$ cat src/mctt_pkg.sv
// Types and constants shared by the MIDI clock tempo tracker modules.
package mctt_pkg;

	// Field widths.
	localparam int TEMPO_W   = 26;
	localparam int ITEMPO_W  = 25;
	localparam int BEAT_W    = 48;
	localparam int FUNC_W    = 3;
	localparam int SRC_W     = 2;
	localparam int IV_W      = 24;
	localparam int DT_W      = 20;
	localparam int SIL_W     = 22;
	localparam int TCNT_W    = 5;
	localparam int CFG_IDX_W = 2;
	localparam int CFG_DAT_W = 25;

	// Serial divider geometry: a 48-bit dividend, 32 quotient bits, one per cycle.
	localparam int DIV_W     = 48;
	localparam int DIV_Q_W   = 32;
	localparam int DIVSR_W   = 24;
	localparam int DIV_STEPS = DIV_Q_W;

	// Product of clamped internal tempo and block duration.
	localparam int NUM_W = ITEMPO_W + DT_W;

	// Operation codes of an input item.
	localparam logic [FUNC_W-1:0] FUNC_TICK  = 3'd0;
	localparam logic [FUNC_W-1:0] FUNC_START = 3'd1;
	localparam logic [FUNC_W-1:0] FUNC_CONT  = 3'd2;
	localparam logic [FUNC_W-1:0] FUNC_STOP  = 3'd3;
	localparam logic [FUNC_W-1:0] FUNC_BLOCK = 3'd4;

	// Clock source codes.
	localparam logic [SRC_W-1:0] SRC_INT  = 2'd0;
	localparam logic [SRC_W-1:0] SRC_HOST = 2'd1;
	localparam logic [SRC_W-1:0] SRC_MIDI = 2'd2;
	localparam logic [SRC_W-1:0] SRC_ALT  = 2'd3;

	// Configuration register indices.
	localparam logic [CFG_IDX_W-1:0] REG_CLOCK_SOURCE   = 2'd0;
	localparam logic [CFG_IDX_W-1:0] REG_INTERNAL_TEMPO = 2'd1;
	localparam logic [CFG_IDX_W-1:0] REG_INTERNAL_RUN   = 2'd2;

	// Tempo constants in Q10.16 bpm.
	localparam logic [TEMPO_W-1:0]  ONE_BPM      = 26'd65536;
	localparam logic [TEMPO_W-1:0]  TEMPO_SAT    = 26'h3FFFFFF;
	localparam logic [ITEMPO_W-1:0] TEMPO_MIN    = 25'd1310720;
	localparam logic [ITEMPO_W-1:0] TEMPO_MAX    = 25'd19660800;
	localparam logic [ITEMPO_W-1:0] TEMPO_RESET  = 25'd7864320;
	localparam logic [12:0]         SMOOTH_K     = 13'd5243;
	localparam int                  SMOOTH_SHIFT = 16;

	// Tick intervals and silence, in microseconds.
	localparam logic [IV_W-1:0]  IV_LOW      = 24'd2000;
	localparam logic [IV_W-1:0]  IV_HIGH     = 24'd2000000;
	localparam logic [SIL_W-1:0] SILENCE_MAX = 22'd2000000;

	// 60 s / 24 ticks in microseconds, scaled by 2^16.
	localparam logic [DIV_W-1:0] TICK_NUM = 48'd163840000000;

	// Odd factor of the beat denominator 327680000000 = 2^22 * 78125.
	localparam logic [DIVSR_W-1:0] BEAT_DIVSR  = 24'd78125;
	localparam int                 BEAT_DEN_P2 = 22;

	localparam int TICKS_PER_BEAT = 24;

	typedef logic [TEMPO_W-1:0] tempo_t;
	typedef logic [BEAT_W-1:0]  beat_t;

	// Request to the serial divider.
	typedef struct packed {
		logic                 start;
		logic [DIV_W-1:0]     dividend;
		logic [DIVSR_W-1:0]   divisor;
	} div_req_t;

	// Status and result of the serial divider.
	typedef struct packed {
		logic                 done;
		logic [DIV_Q_W-1:0]   quotient;
	} div_stat_t;

endpackage

$ cat src/mctt_serial_div.sv
// Bit-serial restoring divider: one quotient bit per clock.
module mctt_serial_div (
	input  logic                clk,
	input  logic                arst_n,
	input  mctt_pkg::div_req_t  req,
	output mctt_pkg::div_stat_t stat
);
	import mctt_pkg::*;

	localparam int CNT_W = $clog2(DIV_STEPS + 1);

	logic [DIVSR_W-1:0] rem_q;
	logic [DIV_Q_W-1:0] quo_q;
	logic [DIVSR_W-1:0] dsr_q;
	logic [CNT_W-1:0]   cnt_q;
	logic               busy_q;
	logic               done_q;
	logic [DIVSR_W:0]   trial;
	logic               fits;
	logic [DIVSR_W-1:0] rem_next;

	// One restoring step: bring in the next dividend bit and try a subtraction.
	always_comb begin
		trial    = {rem_q, quo_q[DIV_Q_W-1]};
		fits     = trial >= {1'b0, dsr_q};
		rem_next = fits ? DIVSR_W'(trial - {1'b0, dsr_q}) : trial[DIVSR_W-1:0];
	end

	// Step counter and completion pulse.
	always_ff @(posedge clk or negedge arst_n) begin
		if (!arst_n) begin
			busy_q <= 1'b0;
			done_q <= 1'b0;
			cnt_q  <= '0;
		end else begin
			done_q <= 1'b0;
			if (req.start) begin
				busy_q <= 1'b1;
				cnt_q  <= CNT_W'(DIV_STEPS);
			end else if (busy_q) begin
				cnt_q <= cnt_q - CNT_W'(1);
				if (cnt_q == CNT_W'(1)) begin
					busy_q <= 1'b0;
					done_q <= 1'b1;
				end
			end
		end
	end

	// The quotient register shifts dividend bits out and quotient bits in.
	// The upper dividend bits are below the divisor, so they preload the remainder.
	always_ff @(posedge clk) begin
		if (req.start) begin
			rem_q <= DIVSR_W'(req.dividend[DIV_W-1:DIV_Q_W]);
			quo_q <= req.dividend[DIV_Q_W-1:0];
			dsr_q <= req.divisor;
		end else if (busy_q) begin
			rem_q <= rem_next;
			quo_q <= {quo_q[DIV_Q_W-2:0], fits};
		end
	end

	assign stat.done     = done_q;
	assign stat.quotient = quo_q;

endmodule

$ cat src/mctt_smooth.sv
// Tempo smoothing: moves the old tempo towards the new one by 5243/65536 of the gap.
module mctt_smooth (
	input  logic             clk,
	input  logic             load,
	input  mctt_pkg::tempo_t tempo_new,
	input  mctt_pkg::tempo_t tempo_old,
	output mctt_pkg::tempo_t tempo_out
);
	import mctt_pkg::*;

	localparam int PROD_W = TEMPO_W + $bits(SMOOTH_K);
	localparam int ADJ_W  = PROD_W - SMOOTH_SHIFT;

	logic              neg;
	logic [TEMPO_W-1:0] gap;
	logic [PROD_W-1:0] prod_q;
	logic              neg_q;
	logic [ADJ_W-1:0]  adj;

	// Magnitude of the gap; the shift truncates towards zero on either side.
	always_comb begin
		neg = tempo_new < tempo_old;
		gap = neg ? (tempo_old - tempo_new) : (tempo_new - tempo_old);
	end

	// Registered product of the gap and the smoothing factor.
	always_ff @(posedge clk) begin
		if (load) begin
			prod_q <= PROD_W'(gap) * PROD_W'(SMOOTH_K);
			neg_q  <= neg;
		end
	end

	// Apply the adjustment with the sign of the gap.
	always_comb begin
		adj       = prod_q[PROD_W-1:SMOOTH_SHIFT];
		tempo_out = neg_q ? (tempo_old - TEMPO_W'(adj)) : (tempo_old + TEMPO_W'(adj));
	end

endmodule

$ cat src/midi_clock_tempo_tracker_core.sv
// Top level of the MIDI clock tempo tracker: sequencer, tracker state and output register.
//
// One item is processed at a time; each accepted item yields exactly one result holding
// the tempo, beat, running flag and source latched at the most recent block step.
// Start, continue, stop, unused codes, out-of-range ticks and block steps that do not
// advance the internal beat counter go from the execute state to the done state. A MIDI
// tick whose interval lies strictly between 2 ms and 2 s, and a block step that advances
// the running internal beat counter, pass through the shared bit-serial divider, which
// produces one quotient bit per cycle. Such a tick then goes to the done state, through
// the smoothing state when its tempo is smoothed; a beat advance passes the multiply
// state first. The done state presents the result once the output is free. The block
// is ready for the next item as soon as a result is presented, so a new item is taken
// while the previous result still waits on the output.
module midi_clock_tempo_tracker_core #(
	parameter int BEAT_FRAC_BITS = 20
) (
	input  logic                                 clk,
	input  logic                                 arst_n,
	// Configuration write port.
	input  logic                                 cfg_we,
	input  logic [mctt_pkg::CFG_IDX_W-1:0]       cfg_index,
	input  logic [mctt_pkg::CFG_DAT_W-1:0]       cfg_data,
	// Input items.
	input  logic                                 in_valid,
	output logic                                 in_ready,
	input  logic [mctt_pkg::FUNC_W-1:0]          func,
	input  logic [mctt_pkg::IV_W-1:0]            interval_us,
	input  logic [mctt_pkg::DT_W-1:0]            dt_us,
	input  logic                                 host_valid,
	input  mctt_pkg::tempo_t                     host_bpm,
	input  mctt_pkg::beat_t                      host_beat,
	input  logic                                 host_playing,
	// Result items.
	output logic                                 out_valid,
	input  logic                                 out_ready,
	output mctt_pkg::tempo_t                     bpm,
	output mctt_pkg::beat_t                      beat,
	output logic                                 running,
	output logic [mctt_pkg::SRC_W-1:0]           source_used
);
	import mctt_pkg::*;

	// Alignment of the tempo-times-duration product to the odd beat divisor.
	localparam int BEAT_LSH = (BEAT_FRAC_BITS + 1 >= BEAT_DEN_P2) ?
		BEAT_FRAC_BITS + 1 - BEAT_DEN_P2 : 0;
	localparam int BEAT_RSH = (BEAT_FRAC_BITS + 1 < BEAT_DEN_P2) ?
		BEAT_DEN_P2 - BEAT_FRAC_BITS - 1 : 0;
	localparam beat_t TICK_STEP = beat_t'(1) << BEAT_FRAC_BITS;

	// Sequencer states.
	localparam logic [2:0] ST_IDLE     = 3'd0;
	localparam logic [2:0] ST_EXEC     = 3'd1;
	localparam logic [2:0] ST_MUL      = 3'd2;
	localparam logic [2:0] ST_DIV_TICK = 3'd3;
	localparam logic [2:0] ST_DIV_BEAT = 3'd4;
	localparam logic [2:0] ST_SMOOTH   = 3'd5;
	localparam logic [2:0] ST_DONE     = 3'd6;

	logic [2:0] state_q;

	// Configuration registers.
	logic [SRC_W-1:0]    clock_source_q;
	logic [ITEMPO_W-1:0] internal_tempo_q;
	logic                internal_run_q;

	// Captured input item.
	logic [FUNC_W-1:0] func_q;
	logic [IV_W-1:0]   iv_q;
	logic [DT_W-1:0]   dt_q;
	logic              host_valid_q;
	tempo_t            host_bpm_q;
	beat_t             host_beat_q;
	logic              host_playing_q;

	// Tracker state.
	tempo_t            midi_tempo_q;
	logic [TCNT_W-1:0] tick_count_q;
	beat_t             midi_beat_q;
	logic              midi_run_q;
	logic [SIL_W-1:0]  silence_q;
	beat_t             int_beat_q;
	tempo_t            tempo_lat_q;
	beat_t             beat_lat_q;
	logic              running_lat_q;
	logic [SRC_W-1:0]  source_lat_q;
	logic              direct_q;
	logic [NUM_W-1:0]  num_q;

	// Output register.
	logic              out_valid_q;
	tempo_t            bpm_q;
	beat_t             beat_q;
	logic              running_q;
	logic [SRC_W-1:0]  source_q;

	// Combinational helpers.
	logic [SRC_W-1:0]    src_eff;
	logic [ITEMPO_W-1:0] tempo_cl;
	logic [SIL_W:0]      sil_sum;
	logic [SIL_W-1:0]    sil_new;
	logic                use_host;
	logic                use_midi;
	logic                iv_ok;
	logic                tick_seen;
	tempo_t              tick_tempo;
	beat_t               int_beat_new;
	logic                out_free;
	tempo_t              smooth_out;
	div_req_t            div_req;
	div_stat_t           div_stat;

	// Shared bit-serial divider for tick tempo and internal beat advance.
	mctt_serial_div u_div (
		.clk    (clk),
		.arst_n (arst_n),
		.req    (div_req),
		.stat   (div_stat)
	);

	// Smoothing of the MIDI tempo once the tick count has filled.
	mctt_smooth u_smooth (
		.clk       (clk),
		.load      (div_stat.done),
		.tempo_new (tick_tempo),
		.tempo_old (midi_tempo_q),
		.tempo_out (smooth_out)
	);

	// Source choice, clamping, silence and tick qualification.
	always_comb begin
		src_eff   = (clock_source_q == SRC_ALT) ? SRC_MIDI : clock_source_q;
		tempo_cl  = internal_tempo_q;
		if (tempo_cl < TEMPO_MIN) begin
			tempo_cl = TEMPO_MIN;
		end
		if (tempo_cl > TEMPO_MAX) begin
			tempo_cl = TEMPO_MAX;
		end
		sil_sum   = (SIL_W + 1)'(silence_q) + (SIL_W + 1)'(dt_q);
		sil_new   = (sil_sum > (SIL_W + 1)'(SILENCE_MAX)) ? SILENCE_MAX : sil_sum[SIL_W-1:0];
		tick_seen = tick_count_q >= TCNT_W'(TICKS_PER_BEAT);
		use_host  = (src_eff == SRC_HOST) && host_valid_q && (host_bpm_q > ONE_BPM);
		use_midi  = (src_eff == SRC_MIDI) && tick_seen && (midi_tempo_q > ONE_BPM) &&
			(sil_new < SILENCE_MAX);
		iv_ok     = (iv_q > IV_LOW) && (iv_q < IV_HIGH);
		tick_tempo = (div_stat.quotient > DIV_Q_W'(TEMPO_SAT)) ? TEMPO_SAT :
			div_stat.quotient[TEMPO_W-1:0];
		int_beat_new = int_beat_q + BEAT_W'(div_stat.quotient);
		out_free  = !out_valid_q || out_ready;
	end

	// Divider requests: tick tempo from the interval, or beat advance from the product.
	always_comb begin
		div_req.start    = 1'b0;
		div_req.dividend = TICK_NUM + DIV_W'(iv_q >> 1);
		div_req.divisor  = iv_q;
		if (state_q == ST_EXEC && func_q == FUNC_TICK && iv_ok) begin
			div_req.start = 1'b1;
		end else if (state_q == ST_MUL) begin
			div_req.start    = 1'b1;
			div_req.dividend = (DIV_W'(num_q) << BEAT_LSH) >> BEAT_RSH;
			div_req.divisor  = BEAT_DIVSR;
		end
	end

	// Capture of the accepted item.
	always_ff @(posedge clk) begin
		if (in_valid && in_ready) begin
			func_q         <= func;
			iv_q           <= interval_us;
			dt_q           <= dt_us;
			host_valid_q   <= host_valid;
			host_bpm_q     <= host_bpm;
			host_beat_q    <= host_beat;
			host_playing_q <= host_playing;
		end
	end

	// Configuration registers.
	always_ff @(posedge clk or negedge arst_n) begin
		if (!arst_n) begin
			clock_source_q   <= SRC_INT;
			internal_tempo_q <= TEMPO_RESET;
			internal_run_q   <= 1'b0;
		end else if (cfg_we) begin
			unique case (cfg_index)
				REG_CLOCK_SOURCE:   clock_source_q   <= cfg_data[SRC_W-1:0];
				REG_INTERNAL_TEMPO: internal_tempo_q <= cfg_data[ITEMPO_W-1:0];
				REG_INTERNAL_RUN:   internal_run_q   <= cfg_data[0];
				default: ;
			endcase
		end
	end

	// Sequencer and tracker state.
	always_ff @(posedge clk or negedge arst_n) begin
		if (!arst_n) begin
			state_q       <= ST_IDLE;
			midi_tempo_q  <= '0;
			tick_count_q  <= '0;
			midi_beat_q   <= '0;
			midi_run_q    <= 1'b0;
			silence_q     <= '0;
			int_beat_q    <= '0;
			tempo_lat_q   <= '0;
			beat_lat_q    <= '0;
			running_lat_q <= 1'b0;
			source_lat_q  <= SRC_INT;
			direct_q      <= 1'b0;
			num_q         <= '0;
		end else begin
			unique case (state_q)
				ST_IDLE: begin
					if (in_valid) begin
						state_q <= ST_EXEC;
					end
				end
				ST_EXEC: begin
					state_q <= ST_DONE;
					case (func_q)
						FUNC_TICK: begin
							// Direct take is decided on the count before this tick.
							direct_q  <= !tick_seen || (midi_tempo_q <= ONE_BPM);
							silence_q <= '0;
							if (midi_run_q) begin
								midi_beat_q <= midi_beat_q + TICK_STEP;
							end
							if (!tick_seen) begin
								tick_count_q <= tick_count_q + TCNT_W'(1);
							end
							if (iv_ok) begin
								state_q <= ST_DIV_TICK;
							end
						end
						FUNC_START: begin
							midi_beat_q <= '0;
							midi_run_q  <= 1'b1;
						end
						FUNC_CONT: begin
							midi_run_q <= 1'b1;
						end
						FUNC_STOP: begin
							midi_run_q <= 1'b0;
						end
						FUNC_BLOCK: begin
							silence_q <= sil_new;
							if (use_host) begin
								tempo_lat_q   <= host_bpm_q;
								beat_lat_q    <= host_beat_q;
								running_lat_q <= host_playing_q;
								source_lat_q  <= SRC_HOST;
							end else if (use_midi) begin
								tempo_lat_q   <= midi_tempo_q;
								beat_lat_q    <= midi_beat_q;
								running_lat_q <= midi_run_q;
								source_lat_q  <= SRC_MIDI;
							end else begin
								tempo_lat_q   <= TEMPO_W'(tempo_cl);
								running_lat_q <= internal_run_q;
								source_lat_q  <= SRC_INT;
								beat_lat_q    <= int_beat_q;
								if (internal_run_q) begin
									num_q   <= NUM_W'(tempo_cl) * NUM_W'(dt_q);
									state_q <= ST_MUL;
								end
							end
						end
						default: ;
					endcase
				end
				ST_MUL: begin
					state_q <= ST_DIV_BEAT;
				end
				ST_DIV_TICK: begin
					if (div_stat.done) begin
						if (direct_q) begin
							midi_tempo_q <= tick_tempo;
							state_q      <= ST_DONE;
						end else begin
							state_q <= ST_SMOOTH;
						end
					end
				end
				ST_DIV_BEAT: begin
					if (div_stat.done) begin
						int_beat_q <= int_beat_new;
						beat_lat_q <= int_beat_new;
						state_q    <= ST_DONE;
					end
				end
				ST_SMOOTH: begin
					midi_tempo_q <= smooth_out;
					state_q      <= ST_DONE;
				end
				ST_DONE: begin
					if (out_free) begin
						state_q <= ST_IDLE;
					end
				end
				default: state_q <= ST_IDLE;
			endcase
		end
	end

	// Output valid flag.
	always_ff @(posedge clk or negedge arst_n) begin
		if (!arst_n) begin
			out_valid_q <= 1'b0;
		end else if (state_q == ST_DONE && out_free) begin
			out_valid_q <= 1'b1;
		end else if (out_ready) begin
			out_valid_q <= 1'b0;
		end
	end

	// Output payload, loaded with the latched values when an item completes.
	always_ff @(posedge clk) begin
		if (state_q == ST_DONE && out_free) begin
			bpm_q     <= tempo_lat_q;
			beat_q    <= beat_lat_q;
			running_q <= running_lat_q;
			source_q  <= source_lat_q;
		end
	end

	assign in_ready    = (state_q == ST_IDLE);
	assign out_valid   = out_valid_q;
	assign bpm         = bpm_q;
	assign beat        = beat_q;
	assign running     = running_q;
	assign source_used = source_q;

endmodule

$ cat config.mk
export PLATFORM = sky130hd
export DESIGN_NAME = midi_clock_tempo_tracker_core
export DESIGN_NICKNAME = d
export VERILOG_FILES = /design/src/mctt_pkg.sv /design/src/mctt_serial_div.sv /design/src/mctt_smooth.sv /design/src/midi_clock_tempo_tracker_core.sv
export SDC_FILE = /design/constraint.sdc
export NUM_CORES = 2
export LEC_CHECK = 0
export BUFFER_PORTS_ARGS = -buffer_cell sky130_fd_sc_hd__clkbuf_2
export CAP_MARGIN = 5
export CORE_AREA = 8 8 441 443
export DETAILED_ROUTE_END_ITERATION = 16
export DIE_AREA = 0 0 449 451
export GPL_TIMING_DRIVEN = 0
export PLACE_DENSITY = 0.53
export SKIP_LAST_GASP = 1
export SYNTH_ARGS = -nofsm -noshare
export SYNTH_HDL_FRONTEND = slang
export SYNTH_HIERARCHICAL = 1
export SYNTH_SLANG_ARGS = --single-unit
export TNS_END_PERCENT = 100
$ cat constraint.sdc
create_clock -name clk -period 10.6 [get_ports clk]
set_clock_uncertainty 0.05 [all_clocks]
set_input_delay 2.12 -clock clk [delete_from_list [all_inputs] [get_ports clk]]
set_output_delay 2.12 -clock clk [all_outputs]
set_load 0.01 [all_outputs]
==> results.yml <==
global_routing:
  antenna_found_initial: 15
  first_global_vias: 44540
  grt_overflow: 0
  grt_usage_pct: 19.47
  grt_max_degree: 108
  grt_first_pass_wirelength_mm: 298.2
cts:
  clk_latency_ps: 740
  cts_sinks: 596
  clockRootBuffer: "clkbuf_16"
  cts_buffers: 77
  tritoncts: "built"
  path_clk_slew_ps: 60
  h-tree-depth: 3
  hold_buffers: 0
  clock_path_buffers: 3
timing:
  fin_setup_tns_ps: 0
  relSlewSlack_pct: 22.51
  final_max_slew_viol_count: 0
  hold_viol: 0
  finalCritPeriodShare_pct: 96.64
  setup_slack_ps: 356.3
  clock.fmax_ghz: 0.09762
  final-setup-viol-count: 0
  grt_setup_unrepaired: "no"
  holdWs_ps: 396.4
  min_period_ps: 10240
  tightest_slew_ps: 1162
floorplan:
  coreArea_mm2: 0.1870
  die_w_um: 449
  num_rows: 159
  start_util_pct: 29.86
  fp.dieArea_mm2: 0.2025
  ios: 234
  die_h_um: 451
logic_synthesis:
  synth.avg_cell_area_um2: 9.792
  async_flop_share_pct: 48.99
  synth_area_mm2: 0.05584
  yosys.area.top_type: "fa_1"
  synth_top_area_share_pct: 19.65
  yosys.area_share.simple_pct: 13.68
  synthXorXnorAreaFrac_pct: 4.239
  synth_cells: 5703
  synth-edff-count: 296
  synth_compound_area_share_pct: 11.74
  ys_ff_latch: 596
  ys_seq_area_share_pct: 29.30
  synthFlopType: "edfxtp_1"
  synth_mux_area_share_pct: 3.421
  yosys_warnings: 6
  synthAdderAreaFrac_pct: 29.95
  synth_top_family_by_area: "adder cells"
  synth_area_leaders: "fa_1 (20%), edfxtp_1 (16%), dfrtp_1 (13%)"
  synth.distinct_cells: 105
placement:
  place_congestion: 0.9585
  place_area_mm2: 0.06041
  preCtsSetupSlack_ps: -850.4
  hpwl_mm: 165.4
  io_buffers: 233
worst_setup_path:
  crit_type: "flip-flop to flip-flop"
  startpoint_type: "flip-flop"
  max_stage_delay_ps: 630
  path_max_fanout: 10
  cp.arrival_ps: 10760
  timing.rr.start: "internal_tempo_q[0]"
  r2r_slack_ps: 360
  worstPathRequired_ps: 11120
  r2r_end: "num_q[39]"
  cpMostUsedCell: "fa_1"
  cp-end-kind: "flip-flop"
  critPathSlowestCell: "dfrtp_1"
  rr_worst_depth: 32
route:
  routed_wl_mm: 202.0
  avgRoutedWirePerCell_um: 23.52
  drt_iter0_markers: 3491
  via_count: 43520
  viasPerCell: 5.069
  drc: 0
  detail_route.first_pass.iterations: 8
  antenna_left: 0
hold_path:
  holdCritPathClass: "flip-flop to flip-flop"
  worst_hold_startpoint: "beat_lat_q[7]"
  worstHoldPathCells: 0
  holdPathEnd: "beat[7]"
cells_and_area:
  areaGrowthSynthToFinish_pct: 13.25
  final_nets: 7188
  design_area_mm2: 0.06324
  drive_gt1_share_pct: 10.28
run_status:
  status: "complete, no violations"
run:
  cap_viol_max_count: 0
-- sequential cells by signal, indices dropped and copies added, names as in the netlist, 26 cells and up --
signal / count
u_div/quo_q: 32
midi_beat_q: 28
bpm: 26
host_bpm_q: 26
num_q: 44
host_beat_q: 48
tempo_lat_q: 26
int_beat_q: 48
beat_lat_q: 48
beat: 48
midi_tempo_q: 26
-- placed cells by master (no fill, tap or decap), types with 182 or more instances in the layout --
master / instances
clkbuf_1: 196
a21oi_1: 273
o21ai_0: 182
clkbuf_2: 238
ha_1: 459
inv_1: 855
and3_1: 227
fa_1: 548
nor2_1: 236
nand2_1: 622
edfxtp_1: 296
dfrtp_1: 284
-- kinds of logic (layout without fill, tap and decap cells) --
kind of cell,count (synthesis),in the layout
AND/OR/NAND/NOR,1573,1573
buffers and inverters,1114,1497
adder cells (fa/ha/maj),1008,1008
AO/OA/AOI/OAI,969,969
flip-flops,596,596
XOR/XNOR,266,266
multiplexers,176,176
other,1,6
-- through the flow --
stage          util, %  cells
2_1_floorplan        -   5706
3_3_place_gp     32.16   8434
3_5_place_dp     32.30   8445
4_1_cts          33.74   8586
5_1_grt          33.82   8584
6_report         33.82   8586
-- per-layer routing --
layer	vias up	GRT usage, %	wire length, µm
met3	342	3.878	14100
met1	21850	25.45	85890
met5	-	0	77
li1	19790	-	-
met4	12	6.984	8486
met2	1527	32.08	93400
-- how the worst max path moves through the flow --
stage | startpoint | end | slack, ps | depth (start not counted)
after floorplan | internal_tempo_q[15] | num_q[39] | 1200 | 32
after global placement | internal_tempo_q[14] | num_q[39] | -890 | 31
after detailed placement | internal_tempo_q[14] | num_q[39] | -850 | 31
after CTS | internal_tempo_q[13] | num_q[39] | -50 | 31
after global routing | u_div/quo_q[28] | u_smooth/prod_q[38] | 20 | 36
final | internal_tempo_q[0] | num_q[39] | 360 | 32
-- synthesized netlist by cell type, types with 34 or more instances --
cell	instances
ha_1	460
or2_2	42
nand2b_1	34
xnor2_1	161
clkbuf_1	210
mux2_1	38
and3_1	227
o21ai_0	184
nand3_1	77
fa_1	548
o21a_1	36
nand2_1	622
inv_1	856
a211oi_1	37
a221oi_1	73
nor2b_1	43
a21oi_1	275
nor3_1	54
a21o_1	109
mux2i_1	57
dfrtp_1	288
and2_1	111
edfxtp_1	296
mux2_2	81
nor2_1	236
nand4_1	35
xor2_1	100
-- worst max-delay path, delay by kind of cell, from the launching register on --
family | cells | cell delay (ps)
fa+ha+maj | 8 | 4020
compound gates | 10 | 2380
simple gates | 8 | 2050
buf+inv | 5 | 650
flops | 1 | 630
mux | 1 | 290
-- area by class of cell --
cell class / instances / area [µm²]
fill: 19290 / 123800
buffer: 247 / 1065
clock buffer: 90 / 2047
antenna: 2 / 5.005
tap: 2495 / 3122
timing repair buffer: 249 / 1453
sequential: 596 / 16370
multi-input combinational: 3996 / 35400
clock inverter: 53 / 571.8
inverter: 858 / 3221
-- timing repair --
| action | CTS | global route |
|---|---|---|
| endpoints found under the setup margin | 34 | 32 |
| buffers inserted | 0 | 5 |
| resized for setup | 34 | 40 |
Power is not shown: default switching activity piles up to over one toggle a cycle in this logic, so the estimate is an artifact.
